[src/hw/rtl/tpds_pkg.sv]
package tpds_pkg;

    localparam int NUM_PUMPS = 6;
    localparam int MAX_PUMPS = 8;
    localparam int PUMP_W    = (NUM_PUMPS > 1) ? $clog2(NUM_PUMPS) : 1;
    localparam int IDX_W     = 3;
    localparam int MODE_W    = 3;
    localparam int MS_W      = 32;
    localparam int PIN_W     = 12;
    localparam int DRV_W     = 2;
    localparam int PH_W      = 2;

    typedef logic [MODE_W-1:0] t_mode;
    localparam t_mode MODE_TICK     = 3'd0;
    localparam t_mode MODE_STOP     = 3'd1;
    localparam t_mode MODE_RUN      = 3'd2;
    localparam t_mode MODE_DISPENSE = 3'd3;
    localparam t_mode MODE_STOP_ALL = 3'd4;
    localparam t_mode MODE_QUERY    = 3'd5;

    typedef logic [DRV_W-1:0] t_drive;
    localparam t_drive DRV_OFF = 2'd0;
    localparam t_drive DRV_FWD = 2'd1;
    localparam t_drive DRV_REV = 2'd2;

    typedef logic [PH_W-1:0] t_phase;
    localparam t_phase PH_IDLE = 2'd0;
    localparam t_phase PH_FWD  = 2'd1;
    localparam t_phase PH_REV  = 2'd2;

    typedef enum logic [1:0] {
        ST_IDLE,
        ST_EXEC,
        ST_SCAN,
        ST_RESP
    } t_state;

    typedef logic [NUM_PUMPS-1:0][DRV_W-1:0] t_drive_vec;

    // write request into the pump state file
    typedef struct packed {
        logic              clr_all;
        logic              we;
        logic [PUMP_W-1:0] idx;
        t_drive            drive;
        t_phase            phase;
        logic              dur_we;
        logic [MS_W-1:0]   fwd;
        logic [MS_W-1:0]   rev;
        logic              start_we;
        logic [MS_W-1:0]   start;
    } t_pump_wr;

    // one pump's state as read back
    typedef struct packed {
        t_drive          drive;
        t_phase          phase;
        logic [MS_W-1:0] start;
        logic [MS_W-1:0] fwd;
        logic [MS_W-1:0] rev;
    } t_pump_rd;

    // operands of the shared elapsed-time compare
    typedef struct packed {
        logic [MS_W-1:0] now;
        logic [MS_W-1:0] start;
        logic [MS_W-1:0] dur;
    } t_cmp_req;

    typedef struct packed {
        logic load;
        logic index_ok;
    } t_res_ctl;

endpackage

[src/hw/rtl/tpds_channels.sv]
interface tpds_cmd_if import tpds_pkg::*; ();
    logic              valid;
    logic              ready;
    logic [MODE_W-1:0] mode;
    logic [IDX_W-1:0]  pump_index;
    logic              run_reverse;
    logic [MS_W-1:0]   forward_ms;
    logic [MS_W-1:0]   backward_ms;

    modport source (
        output valid, mode, pump_index, run_reverse, forward_ms, backward_ms,
        input  ready
    );
    modport sink (
        input  valid, mode, pump_index, run_reverse, forward_ms, backward_ms,
        output ready
    );
endinterface

interface tpds_res_if import tpds_pkg::*; ();
    logic             valid;
    logic             ready;
    logic [PIN_W-1:0] pin_image;
    logic [DRV_W-1:0] drive_state;
    logic             pump_busy;
    logic             index_ok;

    modport source (
        output valid, pin_image, drive_state, pump_busy, index_ok,
        input  ready
    );
    modport sink (
        input  valid, pin_image, drive_state, pump_busy, index_ok,
        output ready
    );
endinterface

[src/hw/rtl/timed_pump_dispense_sequencer_top.sv]
// Channel   Dir  Handshake     Payload
// i_cmd     in   valid/ready   mode, pump_index, run_reverse, forward_ms, backward_ms
// o_res     out  valid/ready   pin_image, drive_state, pump_busy, index_ok
//
// A tick runs from accept through decode, then one pass over every pump
// (NUM_PUMPS) through the shared elapsed-time compare, then the result
// load, then back to idle; every other mode skips the pump pass.
// Reset (i_rst_n low, synchronous) clears the clock, all pump state and the
// result slot. A result waits in its output register while the next item is
// accepted; a stalled output only holds the sequencer in its result step.
module timed_pump_dispense_sequencer_top import tpds_pkg::*; (
    input  logic       i_clk,
    input  logic       i_rst_n,
    tpds_cmd_if.sink   i_cmd,
    tpds_res_if.source o_res
);

    t_pump_wr             wr;
    t_pump_rd             rd;
    t_drive_vec           drive_all;
    t_cmp_req             cmp;
    t_res_ctl             res_ctl;
    logic [PUMP_W-1:0]    rd_idx;
    logic                 elapsed_done;
    logic                 res_free;
    logic [2*MAX_PUMPS-1:0] pins_full;
    logic                 busy_now;

    logic             r_res_valid;
    logic [PIN_W-1:0] r_res_pins;
    t_drive           r_res_drive;
    logic             r_res_busy;
    logic             r_res_ok;

    // sequencer: decodes the item, walks the pumps on a tick
    tpds_ctrl u_ctrl (
        .i_clk          (i_clk),
        .i_rst_n        (i_rst_n),
        .i_cmd          (i_cmd),
        .i_res_free     (res_free),
        .i_elapsed_done (elapsed_done),
        .i_rd           (rd),
        .o_rd_idx       (rd_idx),
        .o_cmp          (cmp),
        .o_wr           (wr),
        .o_res_ctl      (res_ctl)
    );

    // per-pump drive, phase, start time and durations
    tpds_pump_file u_pump_file (
        .i_clk       (i_clk),
        .i_rst_n     (i_rst_n),
        .i_wr        (wr),
        .i_rd_idx    (rd_idx),
        .o_rd        (rd),
        .o_drive_all (drive_all)
    );

    // one subtract-and-compare shared by every pump of the scan
    tpds_elapsed_cmp u_elapsed_cmp (
        .i_req  (cmp),
        .o_done (elapsed_done)
    );

    // pin image: forward drives A, reverse drives B; pumps past six drop out
    always_comb begin
        pins_full = '0;
        for (int p = 0; p < NUM_PUMPS; p++) begin
            unique case (drive_all[p])
                DRV_FWD: pins_full[2*p]     = 1'b1;
                DRV_REV: pins_full[2*p + 1] = 1'b1;
                default: ;
            endcase
        end
    end

    // the sequencer reads the addressed pump during its result step
    assign busy_now = (rd.phase != PH_IDLE) || (rd.drive != DRV_OFF);
    assign res_free = !r_res_valid || o_res.ready;

    always_ff @(posedge i_clk) begin
        if (!i_rst_n) begin
            r_res_valid <= 1'b0;
        end else if (res_ctl.load) begin
            r_res_valid <= 1'b1;
        end else if (o_res.ready) begin
            r_res_valid <= 1'b0;
        end
    end

    // hold the payload until the sink takes it
    always_ff @(posedge i_clk) begin
        if (res_ctl.load) begin
            r_res_pins  <= pins_full[PIN_W-1:0];
            r_res_drive <= res_ctl.index_ok ? rd.drive : DRV_OFF;
            r_res_busy  <= res_ctl.index_ok && busy_now;
            r_res_ok    <= res_ctl.index_ok;
        end
    end

    assign o_res.valid       = r_res_valid;
    assign o_res.pin_image   = r_res_pins;
    assign o_res.drive_state = r_res_drive;
    assign o_res.pump_busy   = r_res_busy;
    assign o_res.index_ok    = r_res_ok;

    a_bad_index_reports_idle: assert property (@(posedge i_clk) disable iff (!i_rst_n)
        (r_res_valid && !r_res_ok) |-> (r_res_drive == DRV_OFF && !r_res_busy))
        else $error("out-of-range pump reported as driven or busy");

    a_driven_is_busy: assert property (@(posedge i_clk) disable iff (!i_rst_n)
        (r_res_valid && r_res_drive != DRV_OFF) |-> r_res_busy)
        else $error("driven pump reported not busy");

    a_res_held_while_stalled: assert property (@(posedge i_clk) disable iff (!i_rst_n)
        (r_res_valid && !o_res.ready) |=> (r_res_valid && $stable(r_res_pins)
            && $stable(r_res_drive) && $stable(r_res_busy) && $stable(r_res_ok)))
        else $error("waiting result changed before it was taken");

endmodule

[src/hw/rtl/tpds_elapsed_cmp.sv]
module tpds_elapsed_cmp import tpds_pkg::*; (
    input  t_cmp_req i_req,
    output logic     o_done
);

    logic [MS_W-1:0] elapsed;

    // modulo-2^32 elapsed time, so a wrapped clock still measures right
    assign elapsed = i_req.now - i_req.start;
    assign o_done  = (elapsed >= i_req.dur);

endmodule

[src/hw/rtl/tpds_pump_file.sv]
module tpds_pump_file import tpds_pkg::*; (
    input  logic              i_clk,
    input  logic              i_rst_n,
    input  t_pump_wr          i_wr,
    input  logic [PUMP_W-1:0] i_rd_idx,
    output t_pump_rd          o_rd,
    output t_drive_vec        o_drive_all
);

    t_drive          r_drive [NUM_PUMPS];
    t_phase          r_phase [NUM_PUMPS];
    logic [MS_W-1:0] r_start [NUM_PUMPS];
    logic [MS_W-1:0] r_fwd   [NUM_PUMPS];
    logic [MS_W-1:0] r_rev   [NUM_PUMPS];

    always_ff @(posedge i_clk) begin
        if (!i_rst_n || i_wr.clr_all) begin
            for (int p = 0; p < NUM_PUMPS; p++) begin
                r_drive[p] <= DRV_OFF;
                r_phase[p] <= PH_IDLE;
                r_start[p] <= '0;
                r_fwd[p]   <= '0;
                r_rev[p]   <= '0;
            end
        end else if (i_wr.we) begin
            r_drive[i_wr.idx] <= i_wr.drive;
            r_phase[i_wr.idx] <= i_wr.phase;
            if (i_wr.dur_we) begin
                r_fwd[i_wr.idx] <= i_wr.fwd;
                r_rev[i_wr.idx] <= i_wr.rev;
            end
            if (i_wr.start_we) begin
                r_start[i_wr.idx] <= i_wr.start;
            end
        end
    end

    always_comb begin
        o_rd.drive = r_drive[i_rd_idx];
        o_rd.phase = r_phase[i_rd_idx];
        o_rd.start = r_start[i_rd_idx];
        o_rd.fwd   = r_fwd[i_rd_idx];
        o_rd.rev   = r_rev[i_rd_idx];
        for (int p = 0; p < NUM_PUMPS; p++) begin
            o_drive_all[p] = r_drive[p];
        end
    end

endmodule

[src/hw/rtl/tpds_ctrl.sv]
module tpds_ctrl import tpds_pkg::*; (
    input  logic              i_clk,
    input  logic              i_rst_n,
    tpds_cmd_if.sink          i_cmd,
    input  logic              i_res_free,
    input  logic              i_elapsed_done,
    input  t_pump_rd          i_rd,
    output logic [PUMP_W-1:0] o_rd_idx,
    output t_cmp_req          o_cmp,
    output t_pump_wr          o_wr,
    output t_res_ctl          o_res_ctl
);

    localparam logic [PUMP_W-1:0] LAST_PUMP = PUMP_W'(NUM_PUMPS - 1);

    t_state            r_state, n_state;
    logic [PUMP_W-1:0] r_ptr, n_ptr;
    logic [MS_W-1:0]   r_clock, n_clock;
    t_mode             r_mode;
    logic [IDX_W-1:0]  r_idx;
    logic              r_rev;
    logic [MS_W-1:0]   r_fwd;
    logic [MS_W-1:0]   r_bwd;
    logic              accept;
    logic              index_ok;
    logic [PUMP_W-1:0] pump;

    function automatic t_pump_wr halt_wr(input logic [PUMP_W-1:0] idx);
        t_pump_wr w;
        w          = '0;
        w.we       = 1'b1;
        w.idx      = idx;
        w.drive    = DRV_OFF;
        w.phase    = PH_IDLE;
        w.dur_we   = 1'b1;
        return w;
    endfunction

    assign i_cmd.ready = (r_state == ST_IDLE);
    assign accept      = i_cmd.valid && i_cmd.ready;
    assign index_ok    = ({1'b0, r_idx} < (IDX_W + 1)'(NUM_PUMPS));
    assign pump        = r_idx[PUMP_W-1:0];

    always_ff @(posedge i_clk) begin
        if (!i_rst_n) begin
            r_state <= ST_IDLE;
            r_ptr   <= '0;
            r_clock <= '0;
        end else begin
            r_state <= n_state;
            r_ptr   <= n_ptr;
            r_clock <= n_clock;
        end
    end

    always_ff @(posedge i_clk) begin
        if (accept) begin
            r_mode <= i_cmd.mode;
            r_idx  <= i_cmd.pump_index;
            r_rev  <= i_cmd.run_reverse;
            r_fwd  <= i_cmd.forward_ms;
            r_bwd  <= i_cmd.backward_ms;
        end
    end

    always_comb begin
        n_state = r_state;
        unique case (r_state)
            ST_IDLE: begin
                if (accept) n_state = ST_EXEC;
            end
            ST_EXEC: begin
                n_state = (r_mode == MODE_TICK) ? ST_SCAN : ST_RESP;
            end
            ST_SCAN: begin
                if (r_ptr == LAST_PUMP) n_state = ST_RESP;
            end
            ST_RESP: begin
                if (i_res_free) n_state = ST_IDLE;
            end
            default: n_state = ST_IDLE;
        endcase
    end

    always_comb begin
        n_ptr           = r_ptr;
        n_clock         = r_clock;
        o_wr            = '0;
        o_res_ctl.load  = 1'b0;
        o_res_ctl.index_ok = index_ok;
        o_rd_idx        = (r_state == ST_SCAN) ? r_ptr : pump;
        o_cmp.now       = r_clock;
        o_cmp.start     = i_rd.start;
        o_cmp.dur       = (i_rd.phase == PH_FWD) ? i_rd.fwd : i_rd.rev;

        unique case (r_state)
            ST_IDLE: ;
            ST_EXEC: begin
                n_ptr = '0;
                case (r_mode)
                    MODE_TICK:     n_clock = r_clock + 1'b1;
                    MODE_STOP_ALL: o_wr.clr_all = 1'b1;
                    MODE_STOP: begin
                        if (index_ok) o_wr = halt_wr(pump);
                    end
                    MODE_RUN: begin
                        if (index_ok) begin
                            o_wr       = halt_wr(pump);
                            o_wr.drive = r_rev ? DRV_REV : DRV_FWD;
                        end
                    end
                    MODE_DISPENSE: begin
                        if (index_ok) begin
                            if (r_fwd == '0 && r_bwd == '0) begin
                                o_wr = halt_wr(pump);
                            end else begin
                                o_wr.we       = 1'b1;
                                o_wr.idx      = pump;
                                o_wr.dur_we   = 1'b1;
                                o_wr.fwd      = r_fwd;
                                o_wr.rev      = r_bwd;
                                o_wr.start_we = 1'b1;
                                o_wr.start    = r_clock;
                                o_wr.drive    = (r_fwd != '0) ? DRV_FWD : DRV_REV;
                                o_wr.phase    = (r_fwd != '0) ? PH_FWD : PH_REV;
                            end
                        end
                    end
                    default: ;
                endcase
            end
            ST_SCAN: begin
                n_ptr = r_ptr + 1'b1;
                case (i_rd.phase)
                    PH_IDLE: ;
                    PH_FWD: begin
                        if (i_elapsed_done) begin
                            if (i_rd.rev != '0) begin
                                o_wr.we       = 1'b1;
                                o_wr.idx      = r_ptr;
                                o_wr.drive    = DRV_REV;
                                o_wr.phase    = PH_REV;
                                o_wr.start_we = 1'b1;
                                o_wr.start    = r_clock;
                            end else begin
                                o_wr = halt_wr(r_ptr);
                            end
                        end
                    end
                    PH_REV: begin
                        if (i_elapsed_done) o_wr = halt_wr(r_ptr);
                    end
                    default: o_wr = halt_wr(r_ptr);
                endcase
            end
            ST_RESP: begin
                o_res_ctl.load = i_res_free;
            end
            default: ;
        endcase
    end

    a_scan_ptr_range: assert property (@(posedge i_clk) disable iff (!i_rst_n)
        r_state == ST_SCAN |-> r_ptr <= LAST_PUMP)
        else $error("pump pointer ran past the last pump");

    a_accept_to_exec: assert property (@(posedge i_clk) disable iff (!i_rst_n)
        accept |=> r_state == ST_EXEC)
        else $error("accepted item did not start execution");

    a_tick_scans_from_zero: assert property (@(posedge i_clk) disable iff (!i_rst_n)
        (r_state == ST_EXEC && r_mode == MODE_TICK) |=> (r_state == ST_SCAN && r_ptr == '0))
        else $error("tick did not start the pump scan at pump zero");

    a_no_write_when_idle: assert property (@(posedge i_clk) disable iff (!i_rst_n)
        (r_state == ST_IDLE || r_state == ST_RESP) |-> (!o_wr.we && !o_wr.clr_all))
        else $error("pump state written outside execution");

endmodule

[src/flat_wrapper.sv]
// flat-port wrapper written by rule: the top's interface ports become plain ports
module timed_pump_dispense_sequencer_top_flat import tpds_pkg::*;
  (i_clk, i_rst_n, i_cmd_valid, i_cmd_mode, i_cmd_pump_index, i_cmd_run_reverse, i_cmd_forward_ms, i_cmd_backward_ms, i_cmd_ready, o_res_valid, o_res_pin_image, o_res_drive_state, o_res_pump_busy, o_res_index_ok, o_res_ready);
  tpds_cmd_if i_cmd_i ();
  tpds_res_if o_res_i ();
  input  logic i_clk;
  input  logic i_rst_n;
  input wire logic [$bits(i_cmd_i.valid)-1:0] i_cmd_valid;
  input wire logic [$bits(i_cmd_i.mode)-1:0] i_cmd_mode;
  input wire logic [$bits(i_cmd_i.pump_index)-1:0] i_cmd_pump_index;
  input wire logic [$bits(i_cmd_i.run_reverse)-1:0] i_cmd_run_reverse;
  input wire logic [$bits(i_cmd_i.forward_ms)-1:0] i_cmd_forward_ms;
  input wire logic [$bits(i_cmd_i.backward_ms)-1:0] i_cmd_backward_ms;
  output wire logic [$bits(i_cmd_i.ready)-1:0] i_cmd_ready;
  output wire logic [$bits(o_res_i.valid)-1:0] o_res_valid;
  output wire logic [$bits(o_res_i.pin_image)-1:0] o_res_pin_image;
  output wire logic [$bits(o_res_i.drive_state)-1:0] o_res_drive_state;
  output wire logic [$bits(o_res_i.pump_busy)-1:0] o_res_pump_busy;
  output wire logic [$bits(o_res_i.index_ok)-1:0] o_res_index_ok;
  input wire logic [$bits(o_res_i.ready)-1:0] o_res_ready;
  assign i_cmd_i.valid = i_cmd_valid;
  assign i_cmd_i.mode = i_cmd_mode;
  assign i_cmd_i.pump_index = i_cmd_pump_index;
  assign i_cmd_i.run_reverse = i_cmd_run_reverse;
  assign i_cmd_i.forward_ms = i_cmd_forward_ms;
  assign i_cmd_i.backward_ms = i_cmd_backward_ms;
  assign i_cmd_ready = i_cmd_i.ready;
  assign o_res_valid = o_res_i.valid;
  assign o_res_pin_image = o_res_i.pin_image;
  assign o_res_drive_state = o_res_i.drive_state;
  assign o_res_pump_busy = o_res_i.pump_busy;
  assign o_res_index_ok = o_res_i.index_ok;
  assign o_res_i.ready = o_res_ready;
  timed_pump_dispense_sequencer_top u_core (.i_clk(i_clk), .i_rst_n(i_rst_n), .i_cmd(i_cmd_i), .o_res(o_res_i));
endmodule
[config.mk]
export PLATFORM = sky130hd
export DESIGN_NAME = timed_pump_dispense_sequencer_top_flat
export DESIGN_NICKNAME = d
export VERILOG_FILES = /design/src/hw/rtl/tpds_pkg.sv /design/src/hw/rtl/tpds_channels.sv /design/src/hw/rtl/timed_pump_dispense_sequencer_top.sv /design/src/hw/rtl/tpds_elapsed_cmp.sv /design/src/hw/rtl/tpds_pump_file.sv /design/src/hw/rtl/tpds_ctrl.sv /design/src/flat_wrapper.sv
export SDC_FILE = /design/constraint.sdc
export NUM_CORES = 2
export LEC_CHECK = 0
export ABC_AREA = 1
export ABC_CLOCK_PERIOD_IN_PS = 9800
export BUFFER_PORTS_ARGS = -buffer_cell sky130_fd_sc_hd__clkbuf_2
export CAP_MARGIN = 10
export CORE_MARGIN = 2
export CORE_UTILIZATION = 30
export CTS_BUF_LIST = sky130_fd_sc_hd__clkbuf_8
export CTS_CLUSTER_DIAMETER = 50
export DETAILED_ROUTE_END_ITERATION = 8
export GPL_ROUTABILITY_DRIVEN = 0
export PLACE_DENSITY_LB_ADDON = 0.08
export SLEW_MARGIN = 25
export SYNTH_ARGS = -nofsm -noshare
export SYNTH_HDL_FRONTEND = slang
export SYNTH_HIERARCHICAL = 1
export SYNTH_SLANG_ARGS = --single-unit
[constraint.sdc]
create_clock -name i_clk -period 9.8 [get_ports i_clk]
set_clock_uncertainty 0.2 [all_clocks]
set_input_delay 0.98 -clock i_clk [delete_from_list [all_inputs] [get_ports i_clk]]
set_output_delay 0.98 -clock i_clk [all_outputs]
set_load 0.05 [all_outputs]
==> qor.yml <==
status: "finished clean"
hp-class: "in -> reg"
cts_resized: 0
cp_slowest_cell: "mux2_8"
synth_edf_count: 887
pwr-share-clk: 0.275
num_rows: 147
crit_buf_inv: 9
cts-root-buf: "clkbuf_8"
maxCapViolCount: 0
syn_avg_cell_area_sq_um: 8.24
drt.antenna.violating_nets: 0
path_clk_slew_ps: 50
seqPwrFrac: 0.362
mostFrequentLayoutCells: "1,844 x nand2_1, 1,305 x inv_1, 887 x edfxtp_1"
fin_crit_sh: 0.847
portBuffers: 92
syn_to_final_growth_pct: 13.7
post_dp_cell_area_sq_um: 51100
cp_data_required_time_ps: 10170
yosysSeqAreaShare: 0.567
whs_path_depth: 4
clockBufferDepth: 3
core_area_sq_um: 160000
synth_cell_type_count: 51
vias_per_cell: 4.41
cts_tree: "done"
fin_crit_ps: 8300
path_delay_family: "buffers and inverters"
finalWorstSetupSlack_ps: 1500
grt_usage: 0.198
cp.arrival_ps: 8670
dp_worst_setup_slack_ps: 1510
routed_wl_microns: 162000
cp_max_fo: 57
hold_viol: 0
p_per_area_nw_per_um2: 235
syn_nets: 6010
yosysWarningCount: 6
die-width_microns: 405
max_slew_margin: 0.288
overflow: 0
cts_sinks: 925
drc: 0
layout_commonest_cell: "nand2_1"
netlist_instances: 5864
clock.fmax_mhz: 121
start_kind: "flop"
worst-r2r-cell-count: 34
grt_max_degree: 119
worst-slew-pin-transition_ps: 1060
min_to: "u_core/o_res.valid"
fin_nets: 6149
ir_drop_v: 0.000177
drt-initial-drc-count: 2619
setup_viol: 0
syn_area_sq_um: 48300
slew_viol_final: 0
cts.htree.levels: 4
die_h_microns: 405
switchingPower_mw: 5.27
ioPinCount: 93
switching_share: 0.408
leakage_nw: 25.8
ys_ff_latch: 925
dieArea_sq_um: 164000
final_util: 0.343
wl_per_cell_microns: 19.5
drtPass1Iterations: 5
p_int_mw: 7.64
reg2reg_from: "u_core/u_ctrl/r_state[0]"
clock_latency_ps: 930
rsz0062_at_grt: "false"
async_reset_ff_frac: 0
max_stage_delay_ps: 580
critPathCaptureType: "flop"
grt_pass1_wl_microns: 239000
first_global_vias: 36039
critPathKind: "reg -> reg"
vias: 36557
start_util: 0.301
power_mw: 12.9
hold_start: "o_res_ready"
final_area_sq_um: 55000
drive_gt1_frac: 0.0811
hpwl_microns: 96000
antenna_found_initial: 10
fin_setup_tns_ps: 0
power_frac_comb: 0.363
synthFlopType: "edfxtp_1"
r2r_setup_slack_ps: 1500
worstReg2RegEnd: "u_core/u_pump_file/r_rev[1][8]"
cts-buffers-inserted: 179
critPathMostFrequentCell: "nand2_1"
repair_timing:
item / in CTS / in global routing
endpoints found under the hold margin: 71 / 0
setup buffers: 0 / 0
hold buffers: 71 / 0
state kept, by name (all words and copies together) (netlist names), 12 cells and up:
register and flops:
u_core/u_pump_file/r_phase 16, u_core/u_pump_file/r_start 256, u_core/u_pump_file/r_drive 16, u_core/o_res.pin_image 12, u_core/u_ctrl/r_bwd 32, u_core/u_ctrl/r_clock 32, u_core/u_pump_file/r_fwd 256, u_core/u_ctrl/r_fwd 32
u_core/u_pump_file/r_rev 256
tightest hold or removal path: cells and delay by family:
kind,cells,cell delay (ps)
and+or+nand+nor,1,70
buffers and inverters,2,120
AOI/OAI and AO/OA,1,50
Yosys cell counts (3+ instances only):
| cell | number | area share |
|---|---|---|
| nor3_2 | 7 | 0.0014 |
| xor2_1 | 16 | 0.0029 |
| o21a_1 | 5 | 0.00078 |
| nand2_2 | 42 | 0.0054 |
| o21ai_0 | 23 | 0.0024 |
| inv_2 | 7 | 0.00054 |
| nor3_1 | 8 | 0.00083 |
| nor2_2 | 12 | 0.0016 |
| buf_1 | 16 | 0.0012 |
| ha_1 | 70 | 0.018 |
| nor2_1 | 729 | 0.057 |
| buf_4 | 51 | 0.0079 |
| inv_1 | 1253 | 0.097 |
| nand2_1 | 1854 | 0.14 |
| nand4_4 | 3 | 0.0013 |
| nor2_4 | 4 | 0.00093 |
| dfxtp_1 | 38 | 0.016 |
| a21boi_0 | 5 | 0.00078 |
| a21oi_1 | 84 | 0.0087 |
| buf_6 | 9 | 0.0021 |
| nand4_1 | 30 | 0.0039 |
| nand3_2 | 5 | 0.0010 |
| nand3_1 | 465 | 0.048 |
| nand2_4 | 3 | 0.00070 |
| clkbuf_1 | 124 | 0.0096 |
| o21bai_1 | 4 | 0.00062 |
| edfxtp_1 | 887 | 0.55 |
| buf_2 | 78 | 0.0081 |
power by group through the flow:
stage	registers (mW)	clock network [mW]	logic [mW]
final	4.67	3.55	4.68
after global routing	4.70	3.86	5.25
after CTS	4.68	3.70	4.77
after detailed placement	4.76	0	4.72
after global placement	4.75	0	4.75
after floorplan	4.75	0	3.04
cells by family after synthesis:
logic type,count (synthesis),share of synthesized area
AO/OA/AOI/OAI,134,0.0155
multiplexers,1,0.000233
flip-flops,925,0.567
adder cells (fa/ha/maj),72,0.0187
buffers and inverters,1541,0.127
AND/OR/NAND/NOR,3173,0.268
XOR/XNOR,18,0.00326
stage by stage:
step                hold WS [ps]  cells
finish                       144   8293
global route                 102   8293
CTS                         8.06   8292
detailed placement           294   7911
global placement             300   7911
floorplan                    270   5864
cell type report:
cell class                      count  area, sq um
Clock buffer                      182         2500
Fill cell                       17092       105000
Multi-Input combinational cell   3398        14900
Clock inverter                    128          684
Sequential cell                   925        27400
Tap cell                         2160         2700
Inverter                         1262         4760
Antenna cell                        1         2.50
Timing Repair Buffer              237         1960
worst max-delay path by stage:
stage	start	to	slack [ps]	cells after the start
5_1_grt	u_core/u_ctrl/r_state[0]	u_core/u_pump_file/r_rev[1][14]	740	34
4_1_cts	u_core/u_ctrl/r_state[0]	u_core/u_pump_file/r_rev[1][14]	1460	33
3_3_place_gp	u_core/u_ctrl/r_state[0]	u_core/u_pump_file/r_start[0][0]	1530	34
3_5_place_dp	u_core/u_ctrl/r_state[0]	u_core/u_pump_file/r_rev[1][10]	1510	33
2_1_floorplan	u_core/u_ctrl/r_state[0]	u_core/u_pump_file/r_fwd[5][0]	1520	39
6_report	u_core/u_ctrl/r_state[0]	u_core/u_pump_file/r_rev[1][8]	1500	34
layer usage:
metal  vias up  global-route usage  part of all wire
met5         -                   0           0.00021
met4         4              0.0567             0.022
met3       220              0.0327             0.045
met2       799               0.314              0.45
met1     17354               0.278              0.48
li1      18180                   -                 -
Power figures use the tool's default switching activity.
